File: config.mk
export PLATFORM = sky130hd
export DESIGN_NAME = alpha_mask_levels_compositor
export DESIGN_NICKNAME = d
export VERILOG_FILES = /design/src/amlc_pkg.sv /design/src/alpha_mask_levels_compositor.sv
export SDC_FILE = /design/constraint.sdc
export NUM_CORES = 1
export LEC_CHECK = 0
export BUFFER_PORTS_ARGS = -buffer_cell sky130_fd_sc_hd__clkbuf_2
export CAP_MARGIN = 10
export CORE_MARGIN = 4
export CORE_UTILIZATION = 23
export DETAILED_ROUTE_END_ITERATION = 10
export GPL_TIMING_DRIVEN = 1
export PLACE_DENSITY = 0.36
export SLEW_MARGIN = 30
export SYNTH_ARGS = -nofsm -noshare
export SYNTH_HDL_FRONTEND = slang
export SYNTH_SLANG_ARGS = --single-unit
export TNS_END_PERCENT = 1
File: constraint.sdc
create_clock -name clk -period 15.5 [get_ports clk]
set_input_delay 3.1 -clock clk [delete_from_list [all_inputs] [get_ports clk]]
set_output_delay 3.1 -clock clk [all_outputs]
set_load 0.005 [all_outputs]
File: src/amlc_pkg.sv
// Types and constants of the alpha-mask levels compositor.
package amlc_pkg;

	// Configuration port sizes and register indexes.
	localparam int unsigned CFG_INDEX_W = 3;
	localparam int unsigned CFG_DATA_W  = 8;

	localparam logic [CFG_INDEX_W-1:0] REG_ALPHA_SOURCE = 3'd0;
	localparam logic [CFG_INDEX_W-1:0] REG_SKIP_LEVELS  = 3'd1;
	localparam logic [CFG_INDEX_W-1:0] REG_OUTPUT_MODE  = 3'd2;
	localparam logic [CFG_INDEX_W-1:0] REG_LEVELS_BLACK = 3'd3;
	localparam logic [CFG_INDEX_W-1:0] REG_LEVELS_WHITE = 3'd4;

	// Output modes; the unused code behaves as pass-through.
	typedef enum logic [1:0] {
		MODE_PASS  = 2'd0,
		MODE_MERGE = 2'd1,
		MODE_MASK  = 2'd2
	} out_mode_t;

	// Reset values of the configuration registers.
	localparam logic      RST_ALPHA_SOURCE = 1'b0;
	localparam logic      RST_SKIP_LEVELS  = 1'b0;
	localparam out_mode_t RST_OUTPUT_MODE  = MODE_MERGE;
	localparam logic [7:0] RST_LEVELS_BLACK = 8'd0;
	localparam logic [7:0] RST_LEVELS_WHITE = 8'd210;

	// Full-scale byte value.
	localparam logic [7:0] BYTE_MAX = 8'hFF;

	// Configuration register set.
	typedef struct packed {
		logic       alpha_source;
		logic       skip_levels;
		out_mode_t  output_mode;
		logic [7:0] levels_black;
		logic [7:0] levels_white;
	} cfg_t;

	// Input request: main BGRA pixel and auxiliary BGR pixel.
	typedef struct packed {
		logic [7:0] main_blue;
		logic [7:0] main_green;
		logic [7:0] main_red;
		logic [7:0] main_alpha;
		logic [7:0] aux_blue;
		logic [7:0] aux_green;
		logic [7:0] aux_red;
	} pix_in_t;

	// Output request: result BGRA pixel.
	typedef struct packed {
		logic [7:0] out_blue;
		logic [7:0] out_green;
		logic [7:0] out_red;
		logic [7:0] out_alpha;
	} pix_out_t;

endpackage

File: src/alpha_mask_levels_compositor.sv
// Top level of the alpha-mask levels compositor: mask build, levels remap and output select.
// An accepted request passes stage registers s1 to s6 in order; s6 drives the result on dst.
// Throughput: one pixel per cycle unless dst stalls; the remap divider is split two quotient
// bits per stage over four pipeline stages, so every stage takes a new pixel each cycle.
// A stall on dst holds the pipeline; empty stages still fill, and src stalls only when full.
// Reset clears all stage valid bits and loads the configuration reset values.
module alpha_mask_levels_compositor
	import amlc_pkg::*;
(
	input  logic                   clk,
	input  logic                   arst_n,
	input  logic                   cfg_wen,
	input  logic [CFG_INDEX_W-1:0] cfg_index,
	input  logic [CFG_DATA_W-1:0]  cfg_data,
	input  logic                   src_valid,
	output logic                   src_stall,
	input  pix_in_t                src_data,
	output logic                   dst_valid,
	input  logic                   dst_stall,
	output pix_out_t               dst_data
);

	// Divider state carried down the pipeline.
	typedef struct packed {
		logic [16:0] rem;
		logic [8:0]  den;
		logic [7:0]  quo;
		logic [7:0]  mask;
		logic        lo;
		logic        hi;
	} div_t;

	// Two restoring division steps, producing quotient bits msb and msb-1.
	function automatic div_t div_pair(div_t d, logic [2:0] msb);
		div_t        r;
		logic [16:0] trial;
		logic [2:0]  idx;
		r = d;
		for (int k = 0; k < 2; k++) begin
			idx   = msb - 3'(k);
			trial = {8'd0, r.den} << idx;
			if (r.rem >= trial) begin
				r.rem      = r.rem - trial;
				r.quo[idx] = 1'b1;
			end
		end
		return r;
	endfunction

	cfg_t     cfg_q;
	logic     v_s1, v_s2, v_s3, v_s4, v_s5, v_s6;
	logic     en_s1, en_s2, en_s3, en_s4, en_s5, en_s6;
	pix_in_t  pix_s1, pix_s2, pix_s3, pix_s4, pix_s5;
	logic [7:0] mask_s1;
	div_t     div_s2, div_s3, div_s4, div_s5;
	pix_out_t out_s6;

	logic [7:0] mask_raw;
	logic [8:0] black9, white_eff;
	logic [7:0] range8, diff8;
	logic [16:0] num17;
	div_t     div_init, div_last;
	logic [7:0] mask_fin;
	pix_out_t out_next;

	// Configuration registers.
	always_ff @(posedge clk or negedge arst_n) begin
		if (!arst_n) begin
			cfg_q.alpha_source <= RST_ALPHA_SOURCE;
			cfg_q.skip_levels  <= RST_SKIP_LEVELS;
			cfg_q.output_mode  <= RST_OUTPUT_MODE;
			cfg_q.levels_black <= RST_LEVELS_BLACK;
			cfg_q.levels_white <= RST_LEVELS_WHITE;
		end else if (cfg_wen) begin
			case (cfg_index)
				REG_ALPHA_SOURCE: cfg_q.alpha_source <= cfg_data[0];
				REG_SKIP_LEVELS:  cfg_q.skip_levels  <= cfg_data[0];
				REG_OUTPUT_MODE:  cfg_q.output_mode  <= out_mode_t'(cfg_data[1:0]);
				REG_LEVELS_BLACK: cfg_q.levels_black <= cfg_data;
				REG_LEVELS_WHITE: cfg_q.levels_white <= cfg_data;
				default: begin
				end
			endcase
		end
	end

	// Stage enables: a stage moves when it is empty or the next one moves.
	assign en_s6     = !v_s6 || !dst_stall;
	assign en_s5     = !v_s5 || en_s6;
	assign en_s4     = !v_s4 || en_s5;
	assign en_s3     = !v_s3 || en_s4;
	assign en_s2     = !v_s2 || en_s3;
	assign en_s1     = !v_s1 || en_s2;
	assign src_stall = !en_s1;

	// Valid bits travel with the data.
	always_ff @(posedge clk or negedge arst_n) begin
		if (!arst_n) begin
			v_s1 <= 1'b0;
			v_s2 <= 1'b0;
			v_s3 <= 1'b0;
			v_s4 <= 1'b0;
			v_s5 <= 1'b0;
			v_s6 <= 1'b0;
		end else begin
			if (en_s1) begin
				v_s1 <= src_valid;
			end
			if (en_s2) begin
				v_s2 <= v_s1;
			end
			if (en_s3) begin
				v_s3 <= v_s2;
			end
			if (en_s4) begin
				v_s4 <= v_s3;
			end
			if (en_s5) begin
				v_s5 <= v_s4;
			end
			if (en_s6) begin
				v_s6 <= v_s5;
			end
		end
	end

	// Stage 1 logic: raw mask from the auxiliary pixel.
	always_comb begin
		if (src_data.aux_blue == 8'd0 && src_data.aux_green == 8'd0
				&& src_data.aux_red == 8'd0) begin
			mask_raw = 8'd0;
		end else begin
			mask_raw = BYTE_MAX;
		end
		if (cfg_q.alpha_source) begin
			mask_raw = src_data.aux_blue;
		end
	end

	// Stage 2 logic: clamp flags and the doubled-scale numerator and divisor.
	always_comb begin
		black9    = {1'b0, cfg_q.levels_black};
		white_eff = {1'b0, cfg_q.levels_white};
		if (white_eff < black9 + 9'd1) begin
			white_eff = black9 + 9'd1;
		end
		range8 = 8'(white_eff - black9);
		diff8  = mask_s1 - cfg_q.levels_black;
		num17  = ({9'd0, diff8} << 9) - ({9'd0, diff8} << 1) + {9'd0, range8};
		div_init.rem  = num17;
		div_init.den  = {range8, 1'b0};
		div_init.quo  = 8'd0;
		div_init.mask = mask_s1;
		div_init.lo   = (mask_s1 <= cfg_q.levels_black);
		div_init.hi   = ({1'b0, mask_s1} >= white_eff);
	end

	// Last stage logic: final quotient bits, clamp and output select.
	always_comb begin
		div_last = div_pair(div_s5, 3'd1);
		if (cfg_q.skip_levels) begin
			mask_fin = div_last.mask;
		end else if (div_last.lo) begin
			mask_fin = 8'd0;
		end else if (div_last.hi) begin
			mask_fin = BYTE_MAX;
		end else begin
			mask_fin = div_last.quo;
		end
		case (cfg_q.output_mode)
			MODE_MERGE: begin
				out_next.out_blue  = pix_s5.main_blue;
				out_next.out_green = pix_s5.main_green;
				out_next.out_red   = pix_s5.main_red;
				out_next.out_alpha = mask_fin;
			end
			MODE_MASK: begin
				out_next.out_blue  = mask_fin;
				out_next.out_green = mask_fin;
				out_next.out_red   = mask_fin;
				out_next.out_alpha = BYTE_MAX;
			end
			default: begin
				out_next.out_blue  = pix_s5.main_blue;
				out_next.out_green = pix_s5.main_green;
				out_next.out_red   = pix_s5.main_red;
				out_next.out_alpha = pix_s5.main_alpha;
			end
		endcase
	end

	// Pipeline payload registers.
	always_ff @(posedge clk) begin
		if (en_s1 && src_valid) begin
			pix_s1  <= src_data;
			mask_s1 <= mask_raw;
		end
		if (en_s2 && v_s1) begin
			pix_s2 <= pix_s1;
			div_s2 <= div_init;
		end
		if (en_s3 && v_s2) begin
			pix_s3 <= pix_s2;
			div_s3 <= div_pair(div_s2, 3'd7);
		end
		if (en_s4 && v_s3) begin
			pix_s4 <= pix_s3;
			div_s4 <= div_pair(div_s3, 3'd5);
		end
		if (en_s5 && v_s4) begin
			pix_s5 <= pix_s4;
			div_s5 <= div_pair(div_s4, 3'd3);
		end
		if (en_s6 && v_s5) begin
			out_s6 <= out_next;
		end
	end

	assign dst_valid = v_s6;
	assign dst_data  = out_s6;

endmodule

# --- After elaboration in Yosys (flattened, before gate mapping) ---
# Cells that the tools add are included.
classes:
  muxes: 19
  div_mod_pow: 0
  shifts: 0
  eq_ne: 6
  bitwise_logic: 0
  add_sub_neg: 12
  order_cmp: 11
  mul: 0
  reduce_logical: 31
ops:
  columns: ["cell", "n"]
  rows:
  - ["$mux 17", 10]
  - ["$pmux 32 s2", 1]
  - ["$mux 8", 5]
  - ["$logic_not 8->1", 3]
  - ["$add 17x8->17", 1]
  - ["$ge 17x10->1", 1]
  - ["$ge 17x11->1", 1]
  - ["$ge 17x12->1", 1]
  - ["$ge 17x13->1", 1]
  - ["$ge 17x14->1", 1]
  - ["$ge 17x15->1", 1]
  - ["$ge 17x16->1", 1]
  - ["$ge 17x9->1", 1]
  - ["$sub 17x10->17", 1]
  - ["$sub 17x11->17", 1]
  - ["$sub 17x12->17", 1]
  - ["$sub 17x13->17", 1]
  - ["$sub 17x14->17", 1]
  - ["$sub 17x15->17", 1]
  - ["$sub 17x16->17", 1]
  - ["$sub 17x9->17", 1]
  - ["$sub 8x8->8", 2]
  - ["$reduce_and 2->1", 5]
  - ["$add 8x1->9 const B", 1]
  - ["14 further kinds", 35]
totals:
  register_bits: 378
  n_memories: 0
  rom_bits: 0
  out_inout_bits: 34
  input_bits: 72
  wordCells: 143
  latch_bits: 0
  ram_bits: 0

# --- Longest topological paths before layout ---
logic_depth:
  depth_word: 9
  depth_mapped: 24
  depth_no_buf: 23

# --- Least setup slack after synthesis ---
# Ideal clock, no wire load.
synth_timing:
  path_kind: "input port to flip-flop"
  start: "input port dst_stall"
  end: "register div_s3[0] in the netlist's numbering (enable)"
  setup_time_ns: 0.503
  t_required_ns: 14.997
  arrival_time_ns: 6.320
  n_path_buf: 0
  stages: 3
  slack_ns: 8.677
  cell_sequence: "nand4_1 > nor2_1 > nor2b_1"
synth_between:
  elab_chain_cells: 6
synth_lines:
  columns: ["element", "line_no", "text"]
  rows:
  - ["start, declared", "alpha_mask_levels_compositor.sv:19", "input logic dst_stall,"]
  - ["$logic_not 1->1", "alpha_mask_levels_compositor.sv:88", "assign en_s6 = !v_s6 || !dst_stall;"]
  - ["$logic_or 1x1->1", "alpha_mask_levels_compositor.sv:88", null]
  - ["$logic_or 1x1->1", "alpha_mask_levels_compositor.sv:89", "assign en_s5 = !v_s5 || en_s6;"]
  - ["$logic_or 1x1->1", "alpha_mask_levels_compositor.sv:90", "assign en_s4 = !v_s4 || en_s5;"]
  - ["$logic_or 1x1->1", "alpha_mask_levels_compositor.sv:91", "assign en_s3 = !v_s3 || en_s4;"]
  - ["$logic_and 1x1->1", "alpha_mask_levels_compositor.sv:202", "if (en_s3 && v_s2) begin"]
  - ["end signal, assigned", "alpha_mask_levels_compositor.sv:204", "div_s3 <= div_pair(div_s2, 3'd7);"]
  - ["end, declared", "alpha_mask_levels_compositor.sv:55", "div_t div_s2, div_s3, div_s4, div_s5;"]
# Every way passes these cells.
# A chain may end at the register's enable or synchronous reset.

# --- Final worst setup path ---
layout_timing:
  start: "input port dst_stall"
  end: "output port src_stall"
layout_between:
  elab_chain_cells: 8
layout_lines:
  columns: ["element", "line_no", "text"]
  rows:
  - ["$logic_not 1->1", "alpha_mask_levels_compositor.sv:88", null]
  - ["$logic_or 1x1->1", "alpha_mask_levels_compositor.sv:88", null]
  - ["$logic_or 1x1->1", "alpha_mask_levels_compositor.sv:89", null]
  - ["$logic_or 1x1->1", "alpha_mask_levels_compositor.sv:90", null]
  - ["$logic_or 1x1->1", "alpha_mask_levels_compositor.sv:91", null]
  - ["$logic_or 1x1->1", "alpha_mask_levels_compositor.sv:92", "assign en_s2 = !v_s2 || en_s3;"]
  - ["$logic_or 1x1->1", "alpha_mask_levels_compositor.sv:93", "assign en_s1 = !v_s1 || en_s2;"]
  - ["$logic_not 1->1", "alpha_mask_levels_compositor.sv:94", "assign src_stall = !en_s1;"]
  - ["end, declared", "alpha_mask_levels_compositor.sv:16", "output logic src_stall,"]
# Every way passes these cells.

==> metrics <==
run status finished, final reports clean; Peak VDD IR 97.5 uV; row cnt roughly 100; achievable clock frequency 0.139 GHz; global router's overall resource usage 10.3%; synth warn 0; placed wire-length estimate between 30000 and 40000 um; Synth Area in Adders 8.29%; ratio of cells with drive above 1 in the final layout 16.7%; maximum number of pins on one net before global-route repair 60; detailed router's first-iteration violation count 500; Fill cells 7887; post-route cell area 21100 um2; CTS tree built; end point of the worst hold path pix_s2[40]; layout overhead on the synthesized area 18.0%; Max Slew Vio Count 0; flop-to-flop setup slack around 9.3 ns; share of the synthesized area in compound gates (AO/OA/AOI/OAI) 10.5%; Final Hold Fails 0; Die Outline Area 82200 um2; detail-routed via count per cell 4.24; share of the clock period used by the worst path after layout 46.3%; Resized Gates After CTS 0; H-tree depth reported by CTS 2; highest-count cells in the layout ignoring fill and taps 348 x sky130_fd_sc_hd__edfxtp_1, 105 x sky130_fd_sc_hd__clkbuf_2, 104 x sky130_fd_sc_hd__ha_1; P_leak 0.00800 uW; cell area reported after detailed placement 19700 um2; initial antenna violation count 1; destination of the worst register-to-register timing path div_s2[42]; number of sinks handled by clock tree synthesis around 370; Critical Path RT around 12 ns; maxcap violations 0; class of the most critical hold timing path reg -> reg; met3 wire length 1510 um; worst setup path category in -> out; leading cell type in the layout, fill and taps excluded sky130_fd_sc_hd__edfxtp_1; setup clock skew after layout 0.0136 ns; wire length of the first global-routing pass 66300 um; Clock Pin Slew Worst Setup and Hold Paths 0.06 ns; total congestion overflow after global routing 0; layout net count 1678; share of async-settable or async-resettable flops after synthesis ~7.0%; number of buffers inserted during clock tree synthesis 45; Net Count, Synth around 1500; die outline height 287 um; count of flip-flops with a built-in enable after synthesis about 350; final period demand of the worst path roughly 7.2 ns; setup bufs post-CTS 0; share of the yosys chip area belonging to registers 62.1%; multiplexer share of the synthesized area 3.38%; Worst Hold Launch pix_s1[40]; Post-Route M1 WL about 21000 um; unrepaired setup endpoints after global routing false; Post-Syn Instances 1354; deepest clock path buffer count 3; vias in the first global route roughly 11000; core area approximately 76000 um2; Final Power 5360 uW; Cells after DPL approximately 2500; count of cells along the worst register-to-register path 20; routed wire length 42500 um; area share of xor/xnor cells in the synthesized design 3.41%; critical path fanouts, max 4; router iterations before antenna repair 5; post-synthesis share of cell area spent on and, or, nand and nor gates under 10%; number of diodes 0; WL met2 19200 um; average wire per standard cell around 17 um; vias post-DR 10851; Power per Cell Area 254 nW/um2; mapped cell area between 15000 and 20000 um2; Setup crit start kind input pin; initial core utilization 23.4%; floorplan die width 287 um; RePlAce Congestion roughly 0.8; input/output buffers 105; DRC violations left 0; Syn Area/Cell 13.2 um2; arrival time reported for the critical path endpoint just over 4 ns; count of cells along the worst hold path 0; largest family of logic cells by synthesized area compound AO/OA/AOI/OAI gates; Synth Flop Type sky130_fd_sc_hd__edfxtp_1; clock latency on the worst-skew pair ~0.57 ns; transition time at the pin with the least slew margin 0.999 ns; Root Buffer Master sky130_fd_sc_hd__clkbuf_16; boundary pin count 106; non-filler instance count after layout 2559; setup total negative slack 0 ns; number of different library cells in the post-synthesis netlist 76; flop and latch count out of synthesis 374; number of routed nets with antenna violations 0; relative slew slack 32.6%; critical register-to-register path startpoint black9[0]; Hold Buf Count CTS 0; highest metal used met4; setup-violating endpoint count in the final report 0; Finished Core Util about 28%; endpoint type of the worst setup path output pin
-- area by class of cell --
cell class,instances,area (um2),share of cell area [%]
clock buffer,55,1180,5.62
clock inverter,28,205,0.973
inverter,98,368,1.74
multi-input combinational,860,6330,30.0
sequential,374,11100,52.7
tap,1030,1290,6.11
timing repair buffer,114,606,2.87
-- report_power, final --
group          leakage (uW)  switching (uW)  internal (uW)
registers           0.00366             158           1550
clock network      0.000663             428            565
logic               0.00368            1500           1160
total               0.00800            2090           3280
-- per-stage QoR --
step,setup slack [ns],hold slack (ns)
finish,8.32,0.416
global route,8.23,0.415
CTS,8.30,0.410
detailed placement,8.31,0.405
global placement,8.32,0.401
floorplan,8.68,0.400
-- critical path: stages --
cell	delay, ns
sky130_fd_sc_hd__clkbuf_2	0.14
sky130_fd_sc_hd__nand4_1	0.16
sky130_fd_sc_hd__nor2_1	0.30
sky130_fd_sc_hd__nand3_1	0.18
sky130_fd_sc_hd__inv_1	0.09
sky130_fd_sc_hd__clkbuf_2	0.11
-- per-layer routing --
layer / track usage (%) / vias up
li1: - / 5370
met2: 16.3 / 192
met3: 1.74 / 58
met1: 14.6 / 5231
met4: 2.79 / 0
met5: 0 / -
-- cells in the mapped netlist, types with 4 or more instances --
cell type / n / area share (%)
sky130_fd_sc_hd__buf_2: 4 / 0.11
sky130_fd_sc_hd__nand2_1: 74 / 1.6
sky130_fd_sc_hd__xnor2_1: 39 / 1.9
sky130_fd_sc_hd__clkbuf_1: 14 / 0.29
sky130_fd_sc_hd__ha_1: 104 / 7.3
sky130_fd_sc_hd__a211oi_1: 6 / 0.25
sky130_fd_sc_hd__nand3b_1: 7 / 0.29
sky130_fd_sc_hd__o21ai_0: 58 / 1.6
sky130_fd_sc_hd__a21o_1: 45 / 1.9
sky130_fd_sc_hd__or3_1: 8 / 0.28
sky130_fd_sc_hd__o21bai_1: 4 / 0.17
sky130_fd_sc_hd__or4_1: 4 / 0.17
sky130_fd_sc_hd__o21ba_2: 6 / 0.34
sky130_fd_sc_hd__and2_1: 10 / 0.35
sky130_fd_sc_hd__nor3_1: 33 / 0.92
sky130_fd_sc_hd__fa_1: 9 / 1.0
sky130_fd_sc_hd__inv_1: 98 / 2.1
sky130_fd_sc_hd__nor2b_1: 22 / 0.77
sky130_fd_sc_hd__nand2b_1: 18 / 0.63
sky130_fd_sc_hd__a21boi_0: 4 / 0.17
sky130_fd_sc_hd__a31oi_1: 7 / 0.24
sky130_fd_sc_hd__o31a_1: 4 / 0.20
sky130_fd_sc_hd__dfrtp_1: 21 / 2.9
sky130_fd_sc_hd__nor4_1: 17 / 0.59
sky130_fd_sc_hd__or2_2: 5 / 0.17
sky130_fd_sc_hd__mux2i_1: 12 / 0.67
sky130_fd_sc_hd__nand3_1: 19 / 0.53
sky130_fd_sc_hd__nor4b_1: 4 / 0.20
sky130_fd_sc_hd__nand4_1: 14 / 0.49
sky130_fd_sc_hd__nor3b_1: 4 / 0.17
sky130_fd_sc_hd__edfxtp_1: 348 / 58
sky130_fd_sc_hd__mux2_2: 43 / 2.7
sky130_fd_sc_hd__a21oi_1: 80 / 2.2
sky130_fd_sc_hd__o31ai_1: 10 / 0.42
sky130_fd_sc_hd__xor2_1: 28 / 1.4
sky130_fd_sc_hd__o21a_1: 14 / 0.59
sky130_fd_sc_hd__o211ai_1: 7 / 0.29
sky130_fd_sc_hd__o22ai_1: 4 / 0.14
sky130_fd_sc_hd__nor2_1: 89 / 1.9
sky130_fd_sc_hd__dfstp_2: 5 / 0.73
-- worst max-delay path by stage --
| stage | from | cells after the start | to |
|---|---|---|---|
| finish | dst_stall | 6 | src_stall |
| CTS | dst_stall | 6 | src_stall |
| global placement | dst_stall | 6 | src_stall |
| detailed placement | dst_stall | 6 | src_stall |
| floorplan | dst_stall | 3 | div_s3[0] |
| global route | dst_stall | 6 | src_stall |
-- state kept, by name, indices dropped and copies added, names as in the netlist, 23 cells and up --
name      cells
div_s4       38
div_s3       36
div_s2       34
dst_data     32
pix_s1       32
pix_s2       32
pix_s3       32
pix_s4       32
pix_s5       32
div_last     23
-- cell families (layout without fill, tap and decap cells) --
group / after synthesis / in the layout
multiplexers: 55 / 55
buffers and inverters: 120 / 295
AND/OR/NAND/NOR: 340 / 340
flip-flops: 374 / 374
adder cells (fa/ha/maj): 113 / 113
AO/OA/AOI/OAI: 284 / 284
XOR/XNOR: 68 / 68
Power figures use the tool's default switching activity.
